$ cat src/hw/rtl/bpst_pkg.sv
// ----------------------------------------------------------------------------
// bpst_pkg
// Shared widths, queue word type and residue table builder for the bounded
// perfect-square test unit.
// ----------------------------------------------------------------------------
package bpst_pkg;

   localparam int VALUE_BITS = 60;
   localparam int BOUND_BITS = 30;
   localparam logic [BOUND_BITS-1:0] BOUND_RESET = BOUND_BITS'(1200);

   localparam int SQ_BITS  = (VALUE_BITS + 1) / 2;
   localparam int PAD_BITS = 2 * SQ_BITS;
   localparam int REM_BITS = SQ_BITS + 1;
   localparam int CMP_BITS = (SQ_BITS > BOUND_BITS) ? SQ_BITS : BOUND_BITS;

   localparam int QDEPTH    = 4;
   localparam int QPTR_BITS = $clog2(QDEPTH);
   localparam int QCNT_BITS = $clog2(QDEPTH + 1);

   localparam int TAB_BITS = 8;
   localparam int TAB_SIZE = 1 << TAB_BITS;

   typedef struct packed {
      logic [VALUE_BITS-1:0] value;
      logic                  filter_ok;
   } item_type;

   typedef struct packed {
      logic full;
      logic empty;
   } qstat_type;

   // Bit i set when (i mod m) is a square modulo m.
   function automatic logic [TAB_SIZE-1:0] qr_table(input int m);
      logic [TAB_SIZE-1:0] sq_flag;
      logic [TAB_SIZE-1:0] tab;
      int                  s;
      int                  r;
      sq_flag = '0;
      tab     = '0;
      s       = 0;
      r       = 0;
      for (int x = 0; x < m; x++) begin
         sq_flag[s] = 1'b1;
         s = s + 2 * x + 1;
         if (s >= m) s = s - m;
         if (s >= m) s = s - m;
      end
      for (int i = 0; i < TAB_SIZE; i++) begin
         tab[i] = sq_flag[r];
         r = r + 1;
         if (r == m) r = 0;
      end
      return tab;
   endfunction

endpackage

$ cat src/hw/rtl/bpst_front.sv
// ----------------------------------------------------------------------------
// bpst_front
// Accepts words and runs the quadratic-residue filter (moduli 64, 63, 65 and
// 187 as 11 times 17) over two stages, then pushes into the queue.
// ----------------------------------------------------------------------------
module bpst_front (
   input  logic                              clock,
   input  logic                              reset,
   input  logic                              req_valid,
   output logic                              req_ready,
   input  logic [bpst_pkg::VALUE_BITS-1:0]   req_value,
   input  bpst_pkg::qstat_type               qstat,
   output logic                              q_push,
   output bpst_pkg::item_type                q_item
);

   localparam int VB = bpst_pkg::VALUE_BITS;
   localparam int TB = bpst_pkg::TAB_BITS;

   // modulo 63 and 65 on 6-bit digits
   localparam int N6        = (VB + 5) / 6;
   localparam int W6        = 6 * N6;
   localparam int E6        = (N6 + 1) / 2;
   localparam int O6        = N6 / 2;
   localparam int S63_BITS  = $clog2(N6 * 63 + 1);
   localparam int OFF65     = 65 * ((O6 * 63 + 64) / 65);
   localparam int D65_MAX   = E6 * 63 + OFF65;
   localparam int D65_BITS  = $clog2(D65_MAX + 1);
   localparam int FIX65     = 65 * ((D65_MAX / 64 + 64) / 65);
   // modulo 11 on 5-bit digits
   localparam int N5        = (VB + 4) / 5;
   localparam int W5        = 5 * N5;
   localparam int E5        = (N5 + 1) / 2;
   localparam int O5        = N5 / 2;
   localparam int OFF11     = 11 * ((O5 * 31 + 10) / 11);
   localparam int D11_MAX   = E5 * 31 + OFF11;
   localparam int D11_BITS  = $clog2(D11_MAX + 1);
   localparam int FIX11     = 11 * ((D11_MAX / 32 + 10) / 11);
   // modulo 17 on 4-bit digits
   localparam int N4        = (VB + 3) / 4;
   localparam int W4        = 4 * N4;
   localparam int E4        = (N4 + 1) / 2;
   localparam int O4        = N4 / 2;
   localparam int OFF17     = 17 * ((O4 * 15 + 16) / 17);
   localparam int D17_MAX   = E4 * 15 + OFF17;
   localparam int D17_BITS  = $clog2(D17_MAX + 1);
   localparam int FIX17     = 17 * ((D17_MAX / 16 + 16) / 17);

   localparam logic [bpst_pkg::TAB_SIZE-1:0] QT64 = bpst_pkg::qr_table(64);
   localparam logic [bpst_pkg::TAB_SIZE-1:0] QT63 = bpst_pkg::qr_table(63);
   localparam logic [bpst_pkg::TAB_SIZE-1:0] QT65 = bpst_pkg::qr_table(65);
   localparam logic [bpst_pkg::TAB_SIZE-1:0] QT11 = bpst_pkg::qr_table(11);
   localparam logic [bpst_pkg::TAB_SIZE-1:0] QT17 = bpst_pkg::qr_table(17);

   logic                 front_adv;
   logic                 f1_valid_ff;
   logic [VB-1:0]        f1_value_ff;
   logic                 f2_valid_ff;
   logic [VB-1:0]        f2_value_ff;
   logic [5:0]           f2_low_ff;
   logic [5:0]           f2_low_in;
   logic [S63_BITS-1:0]  f2_s63_ff;
   logic [S63_BITS-1:0]  f2_s63_in;
   logic [D65_BITS-1:0]  f2_d65_ff;
   logic [D65_BITS-1:0]  f2_d65_in;
   logic [D11_BITS-1:0]  f2_d11_ff;
   logic [D11_BITS-1:0]  f2_d11_in;
   logic [D17_BITS-1:0]  f2_d17_ff;
   logic [D17_BITS-1:0]  f2_d17_in;

   logic [W6-1:0]        pad6;
   logic [W5-1:0]        pad5;
   logic [W4-1:0]        pad4;
   logic [D65_BITS-1:0]  p65, q65;
   logic [D11_BITS-1:0]  p11, q11;
   logic [D17_BITS-1:0]  p17, q17;
   logic [TB-1:0]        idx64, idx63, idx65, idx11, idx17;

   assign front_adv = !f2_valid_ff || !qstat.full;
   assign req_ready = front_adv;
   assign q_push    = f2_valid_ff && !qstat.full;

   // digit sums, alternating where the radix is minus one
   always_comb begin
      pad6      = W6'(f1_value_ff);
      pad5      = W5'(f1_value_ff);
      pad4      = W4'(f1_value_ff);
      f2_s63_in = '0;
      p65       = '0;
      q65       = '0;
      p11       = '0;
      q11       = '0;
      p17       = '0;
      q17       = '0;
      for (int c = 0; c < N6; c++) begin
         f2_s63_in = f2_s63_in + S63_BITS'(pad6[c*6 +: 6]);
      end
      for (int c = 0; c < N6; c += 2) p65 = p65 + D65_BITS'(pad6[c*6 +: 6]);
      for (int c = 1; c < N6; c += 2) q65 = q65 + D65_BITS'(pad6[c*6 +: 6]);
      for (int c = 0; c < N5; c += 2) p11 = p11 + D11_BITS'(pad5[c*5 +: 5]);
      for (int c = 1; c < N5; c += 2) q11 = q11 + D11_BITS'(pad5[c*5 +: 5]);
      for (int c = 0; c < N4; c += 2) p17 = p17 + D17_BITS'(pad4[c*4 +: 4]);
      for (int c = 1; c < N4; c += 2) q17 = q17 + D17_BITS'(pad4[c*4 +: 4]);
      f2_d65_in = p65 + D65_BITS'(OFF65) - q65;
      f2_d11_in = p11 + D11_BITS'(OFF11) - q11;
      f2_d17_in = p17 + D17_BITS'(OFF17) - q17;
      f2_low_in = pad6[5:0];
   end

   // fold once more and look up
   always_comb begin
      idx64 = TB'(f2_low_ff);
      idx63 = TB'(f2_s63_ff[5:0]) + TB'(f2_s63_ff >> 6);
      idx65 = TB'(f2_d65_ff[5:0]) + TB'(FIX65) - TB'(f2_d65_ff >> 6);
      idx11 = TB'(f2_d11_ff[4:0]) + TB'(FIX11) - TB'(f2_d11_ff >> 5);
      idx17 = TB'(f2_d17_ff[3:0]) + TB'(FIX17) - TB'(f2_d17_ff >> 4);
      q_item.value     = f2_value_ff;
      q_item.filter_ok = QT64[idx64] & QT63[idx63] & QT65[idx65]
                         & QT11[idx11] & QT17[idx17];
   end

   always_ff @(posedge clock) begin
      if (reset) begin
         f1_valid_ff <= 1'b0;
         f2_valid_ff <= 1'b0;
      end else if (front_adv) begin
         f1_valid_ff <= req_valid;
         f2_valid_ff <= f1_valid_ff;
      end
   end

   always_ff @(posedge clock) begin
      if (front_adv) begin
         f1_value_ff <= req_value;
         f2_value_ff <= f1_value_ff;
         f2_low_ff   <= f2_low_in;
         f2_s63_ff   <= f2_s63_in;
         f2_d65_ff   <= f2_d65_in;
         f2_d11_ff   <= f2_d11_in;
         f2_d17_ff   <= f2_d17_in;
      end
   end

endmodule

$ cat src/hw/rtl/bpst_queue.sv
// ----------------------------------------------------------------------------
// bpst_queue
// Short FIFO of filtered words between the filter front and the root back.
// ----------------------------------------------------------------------------
module bpst_queue (
   input  logic                 clock,
   input  logic                 reset,
   input  logic                 push,
   input  bpst_pkg::item_type   push_item,
   input  logic                 pop,
   output bpst_pkg::item_type   head_item,
   output bpst_pkg::qstat_type  qstat
);

   localparam int PW = bpst_pkg::QPTR_BITS;
   localparam int CW = bpst_pkg::QCNT_BITS;

   bpst_pkg::item_type mem_ff [bpst_pkg::QDEPTH];
   logic [PW-1:0]      wr_ptr_ff;
   logic [PW-1:0]      rd_ptr_ff;
   logic [CW-1:0]      count_ff;
   logic [CW-1:0]      count_in;

   assign count_in    = count_ff + CW'(push) - CW'(pop);
   assign qstat.full  = (count_ff == CW'(bpst_pkg::QDEPTH));
   assign qstat.empty = (count_ff == '0);
   assign head_item   = mem_ff[rd_ptr_ff];

   always_ff @(posedge clock) begin
      if (reset) begin
         wr_ptr_ff <= '0;
         rd_ptr_ff <= '0;
         count_ff  <= '0;
      end else begin
         if (push) wr_ptr_ff <= wr_ptr_ff + 1'b1;
         if (pop)  rd_ptr_ff <= rd_ptr_ff + 1'b1;
         count_ff <= count_in;
      end
   end

   always_ff @(posedge clock) begin
      if (push) begin
         mem_ff[wr_ptr_ff] <= push_item;
      end
   end

endmodule

$ cat src/hw/rtl/bpst_root.sv
// ----------------------------------------------------------------------------
// bpst_root
// Pipelined digit-by-digit square root, one root bit per stage, followed by
// the exactness and bound check and the result register.
// ----------------------------------------------------------------------------
module bpst_root (
   input  logic                              clock,
   input  logic                              reset,
   input  bpst_pkg::item_type                head_item,
   input  bpst_pkg::qstat_type               qstat,
   output logic                              pop,
   input  logic [bpst_pkg::BOUND_BITS-1:0]   root_bound,
   output logic                              rsp_valid,
   input  logic                              rsp_ready,
   output logic                              rsp_filter_ok,
   output logic                              rsp_is_square,
   output logic [bpst_pkg::BOUND_BITS-1:0]   rsp_root
);

   localparam int SQ = bpst_pkg::SQ_BITS;
   localparam int PB = bpst_pkg::PAD_BITS;
   localparam int RB = bpst_pkg::REM_BITS;
   localparam int BB = bpst_pkg::BOUND_BITS;
   localparam int CB = bpst_pkg::CMP_BITS;

   logic            adv;
   logic [SQ-1:0]   vld_ff, vld_in;
   logic [SQ-1:0]   pass_ff, pass_in;
   logic [PB-1:0]   val_ff  [SQ];
   logic [PB-1:0]   val_in  [SQ];
   logic [RB-1:0]   rem_ff  [SQ];
   logic [RB-1:0]   rem_in  [SQ];
   logic [RB-1:0]   rem_src [SQ];
   logic [SQ-1:0]   root_ff [SQ];
   logic [SQ-1:0]   root_in [SQ];
   logic [SQ-1:0]   root_src[SQ];
   logic [RB+1:0]   rem_t   [SQ];
   logic [RB+1:0]   trial   [SQ];

   logic            rsp_valid_ff;
   logic            rsp_pass_ff;
   logic            rsp_square_ff, rsp_square_in;
   logic [BB-1:0]   rsp_root_ff, rsp_root_in;

   assign adv = !rsp_valid_ff || rsp_ready;
   assign pop = adv && !qstat.empty;

   // stage inputs
   always_comb begin
      vld_in[0]   = !qstat.empty;
      pass_in[0]  = head_item.filter_ok;
      val_in[0]   = PB'(head_item.value);
      rem_src[0]  = '0;
      root_src[0] = '0;
      for (int s = 1; s < SQ; s++) begin
         vld_in[s]   = vld_ff[s-1];
         pass_in[s]  = pass_ff[s-1];
         val_in[s]   = val_ff[s-1];
         rem_src[s]  = rem_ff[s-1];
         root_src[s] = root_ff[s-1];
      end
   end

   // one root bit per stage, most significant pair first
   always_comb begin
      for (int s = 0; s < SQ; s++) begin
         rem_t[s] = {rem_src[s], val_in[s][2*(SQ-1-s) +: 2]};
         trial[s] = (RB+2)'({root_src[s], 2'b01});
         if (rem_t[s] >= trial[s]) begin
            rem_in[s]  = RB'(rem_t[s] - trial[s]);
            root_in[s] = SQ'({root_src[s], 1'b1});
         end else begin
            rem_in[s]  = RB'(rem_t[s]);
            root_in[s] = SQ'({root_src[s], 1'b0});
         end
      end
   end

   always_comb begin
      rsp_square_in = (rem_ff[SQ-1] == '0)
                      && (CB'(root_ff[SQ-1]) <= CB'(root_bound));
      rsp_root_in   = rsp_square_in ? BB'(root_ff[SQ-1]) : '0;
   end

   always_ff @(posedge clock) begin
      if (reset) begin
         vld_ff       <= '0;
         rsp_valid_ff <= 1'b0;
      end else if (adv) begin
         vld_ff       <= vld_in;
         rsp_valid_ff <= vld_ff[SQ-1];
      end
   end

   always_ff @(posedge clock) begin
      if (adv) begin
         pass_ff <= pass_in;
         for (int s = 0; s < SQ; s++) begin
            val_ff[s]  <= val_in[s];
            rem_ff[s]  <= rem_in[s];
            root_ff[s] <= root_in[s];
         end
         rsp_pass_ff   <= pass_ff[SQ-1];
         rsp_square_ff <= rsp_square_in;
         rsp_root_ff   <= rsp_root_in;
      end
   end

   assign rsp_valid     = rsp_valid_ff;
   assign rsp_filter_ok = rsp_pass_ff;
   assign rsp_is_square = rsp_square_ff;
   assign rsp_root      = rsp_root_ff;

endmodule

$ cat src/hw/rtl/bounded_perfect_square_test_unit.sv
// ----------------------------------------------------------------------------
// bounded_perfect_square_test_unit
// Quadratic-residue filter and exact square root with a root bound.
//
//   Channel   Ports                              Handshake
//   request   req_valid req_ready req_value      valid/ready
//   response  rsp_valid rsp_ready rsp_filter_ok rsp_is_square rsp_root
//                                                valid/ready
//   csr       csr_write_enable csr_write_data    write on enable, no wait
//
// One word per cycle sustained while rsp_ready stays high. A word accepted
// passes the first and second filter stages, the queue write, one root
// stage per root bit and the result register before it shows on the response.
// Reset clears all valid bits and the queue and loads the bound with 1200.
// A stalled response freezes the root pipeline; the filter front keeps
// taking words until the four-word queue fills.
// ----------------------------------------------------------------------------
module bounded_perfect_square_test_unit (
   input  logic                              clock,
   input  logic                              reset,
   input  logic                              req_valid,
   output logic                              req_ready,
   input  logic [bpst_pkg::VALUE_BITS-1:0]   req_value,
   output logic                              rsp_valid,
   input  logic                              rsp_ready,
   output logic                              rsp_filter_ok,
   output logic                              rsp_is_square,
   output logic [bpst_pkg::BOUND_BITS-1:0]   rsp_root,
   input  logic                              csr_write_enable,
   input  logic [bpst_pkg::BOUND_BITS-1:0]   csr_write_data
);

   logic [bpst_pkg::BOUND_BITS-1:0] csr_bound_ff;
   logic                            q_push;
   logic                            q_pop;
   bpst_pkg::item_type              q_in_item;
   bpst_pkg::item_type              q_head_item;
   bpst_pkg::qstat_type             qstat;

   always_ff @(posedge clock) begin
      if (reset) begin
         csr_bound_ff <= bpst_pkg::BOUND_RESET;
      end else if (csr_write_enable) begin
         csr_bound_ff <= csr_write_data;
      end
   end

   bpst_front u_front (
      .clock     (clock),
      .reset     (reset),
      .req_valid (req_valid),
      .req_ready (req_ready),
      .req_value (req_value),
      .qstat     (qstat),
      .q_push    (q_push),
      .q_item    (q_in_item)
   );

   bpst_queue u_queue (
      .clock     (clock),
      .reset     (reset),
      .push      (q_push),
      .push_item (q_in_item),
      .pop       (q_pop),
      .head_item (q_head_item),
      .qstat     (qstat)
   );

   bpst_root u_root (
      .clock         (clock),
      .reset         (reset),
      .head_item     (q_head_item),
      .qstat         (qstat),
      .pop           (q_pop),
      .root_bound    (csr_bound_ff),
      .rsp_valid     (rsp_valid),
      .rsp_ready     (rsp_ready),
      .rsp_filter_ok (rsp_filter_ok),
      .rsp_is_square (rsp_is_square),
      .rsp_root      (rsp_root)
   );

   a_square_passes_filter: assert property (@(posedge clock) disable iff (reset)
      rsp_valid && rsp_is_square |-> rsp_filter_ok)
      else $error("square word failed residue filter");

   a_root_zero_when_not_square: assert property (@(posedge clock) disable iff (reset)
      rsp_valid && !rsp_is_square |-> rsp_root == '0)
      else $error("root not cleared for non-square word");

   a_no_push_when_full: assert property (@(posedge clock) disable iff (reset)
      qstat.full |-> !q_push)
      else $error("push into full queue");

   a_idle_after_reset: assert property (@(posedge clock)
      reset |=> !rsp_valid)
      else $error("response valid straight after reset");

endmodule

$ cat config.mk
export PLATFORM = sky130hd
export DESIGN_NAME = bounded_perfect_square_test_unit
export DESIGN_NICKNAME = d
export VERILOG_FILES = /design/src/hw/rtl/bpst_pkg.sv /design/src/hw/rtl/bpst_front.sv /design/src/hw/rtl/bpst_queue.sv /design/src/hw/rtl/bpst_root.sv /design/src/hw/rtl/bounded_perfect_square_test_unit.sv
export SDC_FILE = /design/constraint.sdc
export NUM_CORES = 2
export LEC_CHECK = 0
export ABC_AREA = 1
export BUFFER_PORTS_ARGS = -buffer_cell sky130_fd_sc_hd__buf_2
export CAP_MARGIN = 20
export CORE_MARGIN = 8
export CORE_UTILIZATION = 55
export CTS_CLUSTER_SIZE = 10
export DETAILED_ROUTE_END_ITERATION = 10
export GPL_TIMING_DRIVEN = 1
export PLACE_DENSITY_LB_ADDON = 0.1
export RECOVER_POWER = 50
export SLEW_MARGIN = 20
export SYNTH_ARGS = -nofsm -noshare
export SYNTH_HDL_FRONTEND = slang
export SYNTH_SLANG_ARGS = --single-unit
$ cat constraint.sdc
create_clock -name clock -period 174.5 [get_ports clock]
set_input_delay 8.725 -clock clock [delete_from_list [all_inputs] [get_ports clock]]
set_output_delay 8.725 -clock clock [all_outputs]
set_load 0.01 [all_outputs]
## Yosys cells after proc, flatten, opt, wreduce, memory -nomap -nowiden

Memories as Yosys holds them, arrays and structs flattened. A register that Yosys moved wholly into a read port is not among the register bits.
Cells that the tools add are included.

| cells by class | value |
|---|---|
| $add $sub $neg | 87 |
| $lt $le $gt $ge | 36 |
| equal/unequal tests | 1 |
| multiplexer cells | 72 |
| bitwise logic cells | 4 |
| reductions and logical operators | 11 |

Operators by type and width:

| operator | number |
|---|---|
| 33-bit by 32-bit >= comparator with 1-bit output | 29 |
| 31-bit two-way mux | 30 |
| 31-bit subtractor | 29 |
| 10-bit by 6-bit adder with 10-bit output | 14 |
| 8-bit by 4-bit adder with 8-bit output | 11 |
| 9-bit by 5-bit adder with 9-bit output | 8 |
| 1-bit two-way mux | 39 |
| 8-bit by 9-bit < comparator with 1-bit output, second input constant | 4 |
| 31-bit zero test | 1 |
| 30-bit less-or-equal comparator | 1 |
| 8-bit by 4-bit subtractor with 8-bit output | 3 |
| 6-bit by 6-bit adder with 7-bit output | 3 |
| 5-bit by 5-bit adder with 6-bit output | 2 |
| 10-bit by 9-bit adder with 10-bit output, second input constant | 1 |
| 4-bit by 4-bit adder with 5-bit output | 2 |
| 10-bit subtractor | 1 |
| 9-bit by 8-bit adder with 9-bit output, second input constant | 1 |
| 6-bit by 9-bit < comparator with 1-bit output, second input constant | 1 |
| 9-bit subtractor | 1 |
| 6-bit by 7-bit adder with 8-bit output, second input constant | 1 |
| 8-bit by 7-bit adder with 8-bit output, second input constant | 1 |
| 8-bit subtractor | 1 |
| 6-bit by 4-bit adder with 7-bit output | 1 |
| 4-bit by 5-bit adder with 6-bit output, second input constant | 1 |
| other kinds (14) | 25 |

| storage, ports and cells | value |
|---|---|
| register bits | 295 |
| RAM bits | 3874 |
| bits in read-only memories | 1088 |
| input bits | 95 |
| output and inout bits | 34 |
| logic and storage cells | 239 |
| memories | 9 |

Memories:

| memory | words | bits a word | rd ports | clocked after memory_dff | wr ports | RTL line | RTL |
|---|---|---|---|---|---|---|---|
| u_root.val_ff | 30 | 60 | 29 | 0 | 30 | bpst_root.sv:29 | `logic [PB-1:0] val_ff [SQ];` |
| u_root.rem_ff | 30 | 31 | 30 | 0 | 30 | bpst_root.sv:31 | `logic [RB-1:0] rem_ff [SQ];` |
| u_root.root_ff | 30 | 30 | 30 | 0 | 30 | bpst_root.sv:34 | `logic [SQ-1:0] root_ff [SQ];` |
| (name not given) | 256 | 1 | 1 | 0 | 0 | bpst_front.sv:118 | `q_item.filter_ok = QT64[idx64] & QT63[idx63] & QT65[idx65]` |
| (name not given) | 256 | 1 | 1 | 0 | 0 | bpst_front.sv:118 |  |
| (name not given) | 256 | 1 | 1 | 0 | 0 | bpst_front.sv:119 | `& QT11[idx11] & QT17[idx17];` |
| +3 memories | - | - | - | - | - | - |  |

## Longest topological paths before layout

| depth | value |
|---|---|
| word-level depth | 9 |
| mapped depth | 22 |
| gate-level depth less buffers | 22 |

## By module

A second synthesis with hierarchy kept.

| unflattened totals | value |
|---|---|
| cells, all modules | 17124 |
| area, all modules | 153350.8 um^2 |

Modules (own cells, without submodules):

| module | times used | cells each | area an instance (um^2) | sequential area each (um^2) |
|---|---|---|---|---|
| bpst_root | 1 | 14924 | 128094.1 | 69176.3 |
| bpst_front | 1 | 1249 | 13558.0 | 4774.6 |
| bpst_queue | 1 | 768 | 10486.3 | 7507.2 |
| bounded_perfect_square_test_unit | 1 | 183 | 1212.4 | 600.6 |

## Least setup slack after synthesis

No wires, ideal clock.

| timing | value |
|---|---|
| path type | input-to-reg |
| start | input rsp_ready |
| end | register u_root.pass_ff[0], enable pin |
| data arrival time | 70565 ps |
| data required time | 170943 ps |
| path slack | 100378 ps |
| stages on the path | 3 |
| cells stage by stage | nor2_1 inv_1 clkbuf_1 |

| between the ends | value |
|---|---|
| cells in the longest elaborated chain, start to end | 1 |

Ends and longest elaborated chain:

| element | RTL line | RTL |
|---|---|---|
| from (decl) | bounded_perfect_square_test_unit.sv:25 | `input logic rsp_ready,` |
| 1-bit logical OR | bpst_root.sv:45 | `assign adv = !rsp_valid_ff \|\| rsp_ready;` |
| via u_root.adv | bpst_root.sv:26 | `logic adv;` |
| to (signal assigned) | bpst_root.sv:97 | `pass_ff <= pass_in;` |
| to (decl) | bpst_root.sv:28 | `logic [SQ-1:0] pass_ff, pass_in;` |

The timed path passes the listed nets, and every way through them passes these cells.
A chain may end at the register's enable or synchronous reset.

==> flow_summary.toml <==
[placed_design]
io_buffers = 128
place_ws_ns = 159.03
dp.cells = 17400
place.gp.congestion = 0.979
hpwl_um = 276000

[pwr]
peakVddDrop_v = 0.0000390
p_leak_nw = 68.1
power_mw = 2.97
powerDensity_nw_per_um2 = 18.9

[die]
core_um2 = 259000
die_x_um = 526
die_h_um = 526
rows = 187
initial_core_util_pct = 55.2
pin_count = 129
die-area_um2 = 277000

[job]
cap_violations = 20

[critical_path]
worstSetupPathType = "primary input to register"
rrSetupSlack_ns = 167.55
cp.required_ns = 175.01
cpMostUsedCell = "buf_4"
cp_data_arrival_time_ns = 15.04
cp_slowest_cell = "buf_4"
r2r_cells = 10
cp-start-kind = "primary input"
worst-path-max-fanout = 183
crit_chain = "buf_2 -> nor2_2 -> buf_4 -> inv_8 -> buf_4 -> buf_4 -> buf_4 -> buf_12 -> buf_4 -> buf_4"
end_kind = "register"
critPathMaxStageDelay_ns = 0.90

[finish]
drive_gt1_share_pct = 4.48
final_cell_mix = "edfxtp_1, nand2_1, inv_1, nor2_1, a21oi_1"
final_common_cell = "edfxtp_1"
area_delta_synth_final_pct = 9.37
instances_no_fill = 17900
fin_nets = 15300

[synth]
synth_flop_cell = "edfxtp_1"
synthTopCellsByArea = "edfxtp_1, nand2_1, ha_1"
netlist.area_leader.share_pct = 56.3
synth-seq-area-share_pct = 57.3
synth_cell_types = 80
async_flop_share_pct = 0
synth_top_area_cell = "edfxtp_1"
syn_inst = 14100
synth_edf_count = 2684
syn-num-nets = 15000
synth_area_um2 = 143000
syn_avg_cell_area_um2 = 10.2
ys_ff_latch = 2757
synth_warnings = 0

[routing]
avgViaCountPerCell = 5.55
drc = 0
dr_total_vias = 99400
drt-wirelength-per-cell_um = 20.4
wirelength_um = 364000
drtPass1Iterations = 6
final_antenna_net_count = 0
drt_iter0_markers = 8131

[timing]
period_minus_slack_ns = 14.54
fin_skew_ns = 0.0714
worstMarginPinSlew_ns = 4.54
final_max_slew_viol_count = 959
rsz0062_at_grt = "no"
setup_ws_ns = 159.96
setup_violations = 0
final_hold_viol_count = 0
fin_tns_setup_ns = 0
fin_crit_sh_pct = 8.33
timing.fmax_ghz = 0.0688
slew_headroom_pct = -202

[global_route]
antenna_found_initial = 7
grt_pass1_wl_um = 558000
grt_use_total_pct = 25.5
grt_max_degree = 193
grt_pass1_vias = 98000
grt_overflow = 0

[min_path]
hold_depth = 0
holdCritPathClass = "register to register"

[clock_tree]
cts_tree = "yes"
htreeDepth = 5
clkTransAtPathRegs_ns = 0.06
insertion_delay_ns = 0.92
cts_hold_buf = 0
numCtsBuffers = 327
cts-resized-gates = 0
post-cts-setup-buffers = 0
clkSinkCount = 2757
clockRootBuffer = "clkbuf_16"
clockBufferDepth = 4

[status]
failed_checks = "max-capacitance violations, max-slew violations"
outcome = "finished, violations left"
-- metrics by stage --
stage	instance area, um2	hold WS (ns)	util [%]
floorplan	143000	0.400	-
global placement	147000	0.400	56.9
detailed placement	147000	0.405	56.9
CTS	157000	0.382	60.5
global route	157000	0.387	60.4
finish	157000	0.380	60.4
-- cell usage after synthesis (9+ instances only) --
cell type and n:
a211oi_1 14, a21boi_0 25, a21boi_1 9, a21o_1 62, a21oi_1 843, a21oi_2 15
a31oi_1 36, buf_2 71, buf_4 32, buf_6 27, clkbuf_1 66, dfxtp_1 73
edfxtp_1 2684, fa_1 168, ha_1 686, inv_1 2090, inv_2 12, nand2_1 2531
nand2_2 19, nand3_1 688, nand3b_1 53, nand4_1 146, nor2_1 1520, nor2_2 14
nor3_1 202, nor4_1 97, o211ai_1 42, o21a_1 26, o21ai_0 747, o21ai_1 82
o21bai_1 57, o22ai_1 59, or2_2 48, xnor2_1 320, xor2_1 381
-- sequential cells by signal, indices dropped and copies added (netlist names), 8 cells and up, named ones only --
name,cells
u_front.f2_s63_ff,10
csr_bound_ff,30
u_front.f2_d17_ff,8
u_queue.mem_ff,244
u_root.val_ff,870
u_front.f2_value_ff,55
u_root.vld_ff,30
u_root.root_ff,465
u_front.f2_d11_ff,9
u_front.f1_value_ff,60
u_root.rem_ff,886
u_root.rsp_root,30
u_front.f2_d65_ff,10
u_root.pass_ff,30
-- cell families after synthesis --
group	count (synthesis)	synth area share, %
other cells	1	0.00262
flops	2757	57.3
fa+ha+maj	854	8.34
xor+xnor	701	4.29
buf+inv	2305	6.33
compound gates	2061	7.88
simple gates	5383	15.8
-- worst max-delay path, delay by kind of cell --
family,cells,cell delay (ns)
buffers and inverters,9,5.62
AND/OR/NAND/NOR,1,0.03
-- metal layers --
layer	part of all wire, %	track usage [%]	vias to the layer above	wire length, um
li1	-	-	48100	-
met1	43	33.4	47600	155000
met2	48	43.6	2923	175000
met3	5.1	3.10	741	18700
met4	4.2	9.66	0	15400
met5	0	0	-	0
-- area by class of cell --
cell class                      instances  area, um2
Fill cell                           21300     103000
Sequential cell                      2757      82100
Multi-Input combinational cell       9000      51900
Clock buffer                          399       8570
Inverter                             2105       7910
Tap cell                             3402       4260
Timing Repair Buffer                  179       1010
Clock inverter                         58        905
Antenna cell                            6       15.0
-- worst paths after layout --
path                                            start                     to
worst max-delay path                        rsp_ready   u_root.rem_ff[0][73]
worst min register to register  u_root.val_ff[0][686]  u_root.val_ff[0][746]
worst min-delay path            u_root.val_ff[0][686]  u_root.val_ff[0][746]
worst max register to register       u_root.rsp_valid   u_root.rem_ff[0][73]
-- power breakdown --
group          switching [mW]  leakage, nW  internal (mW)
combinational           0.710         35.9          0.396
clock                   0.257         4.56          0.358
sequential              0.171         27.6           1.07
total                    1.14         68.1           1.83
(Power assumes the default switching activity.)
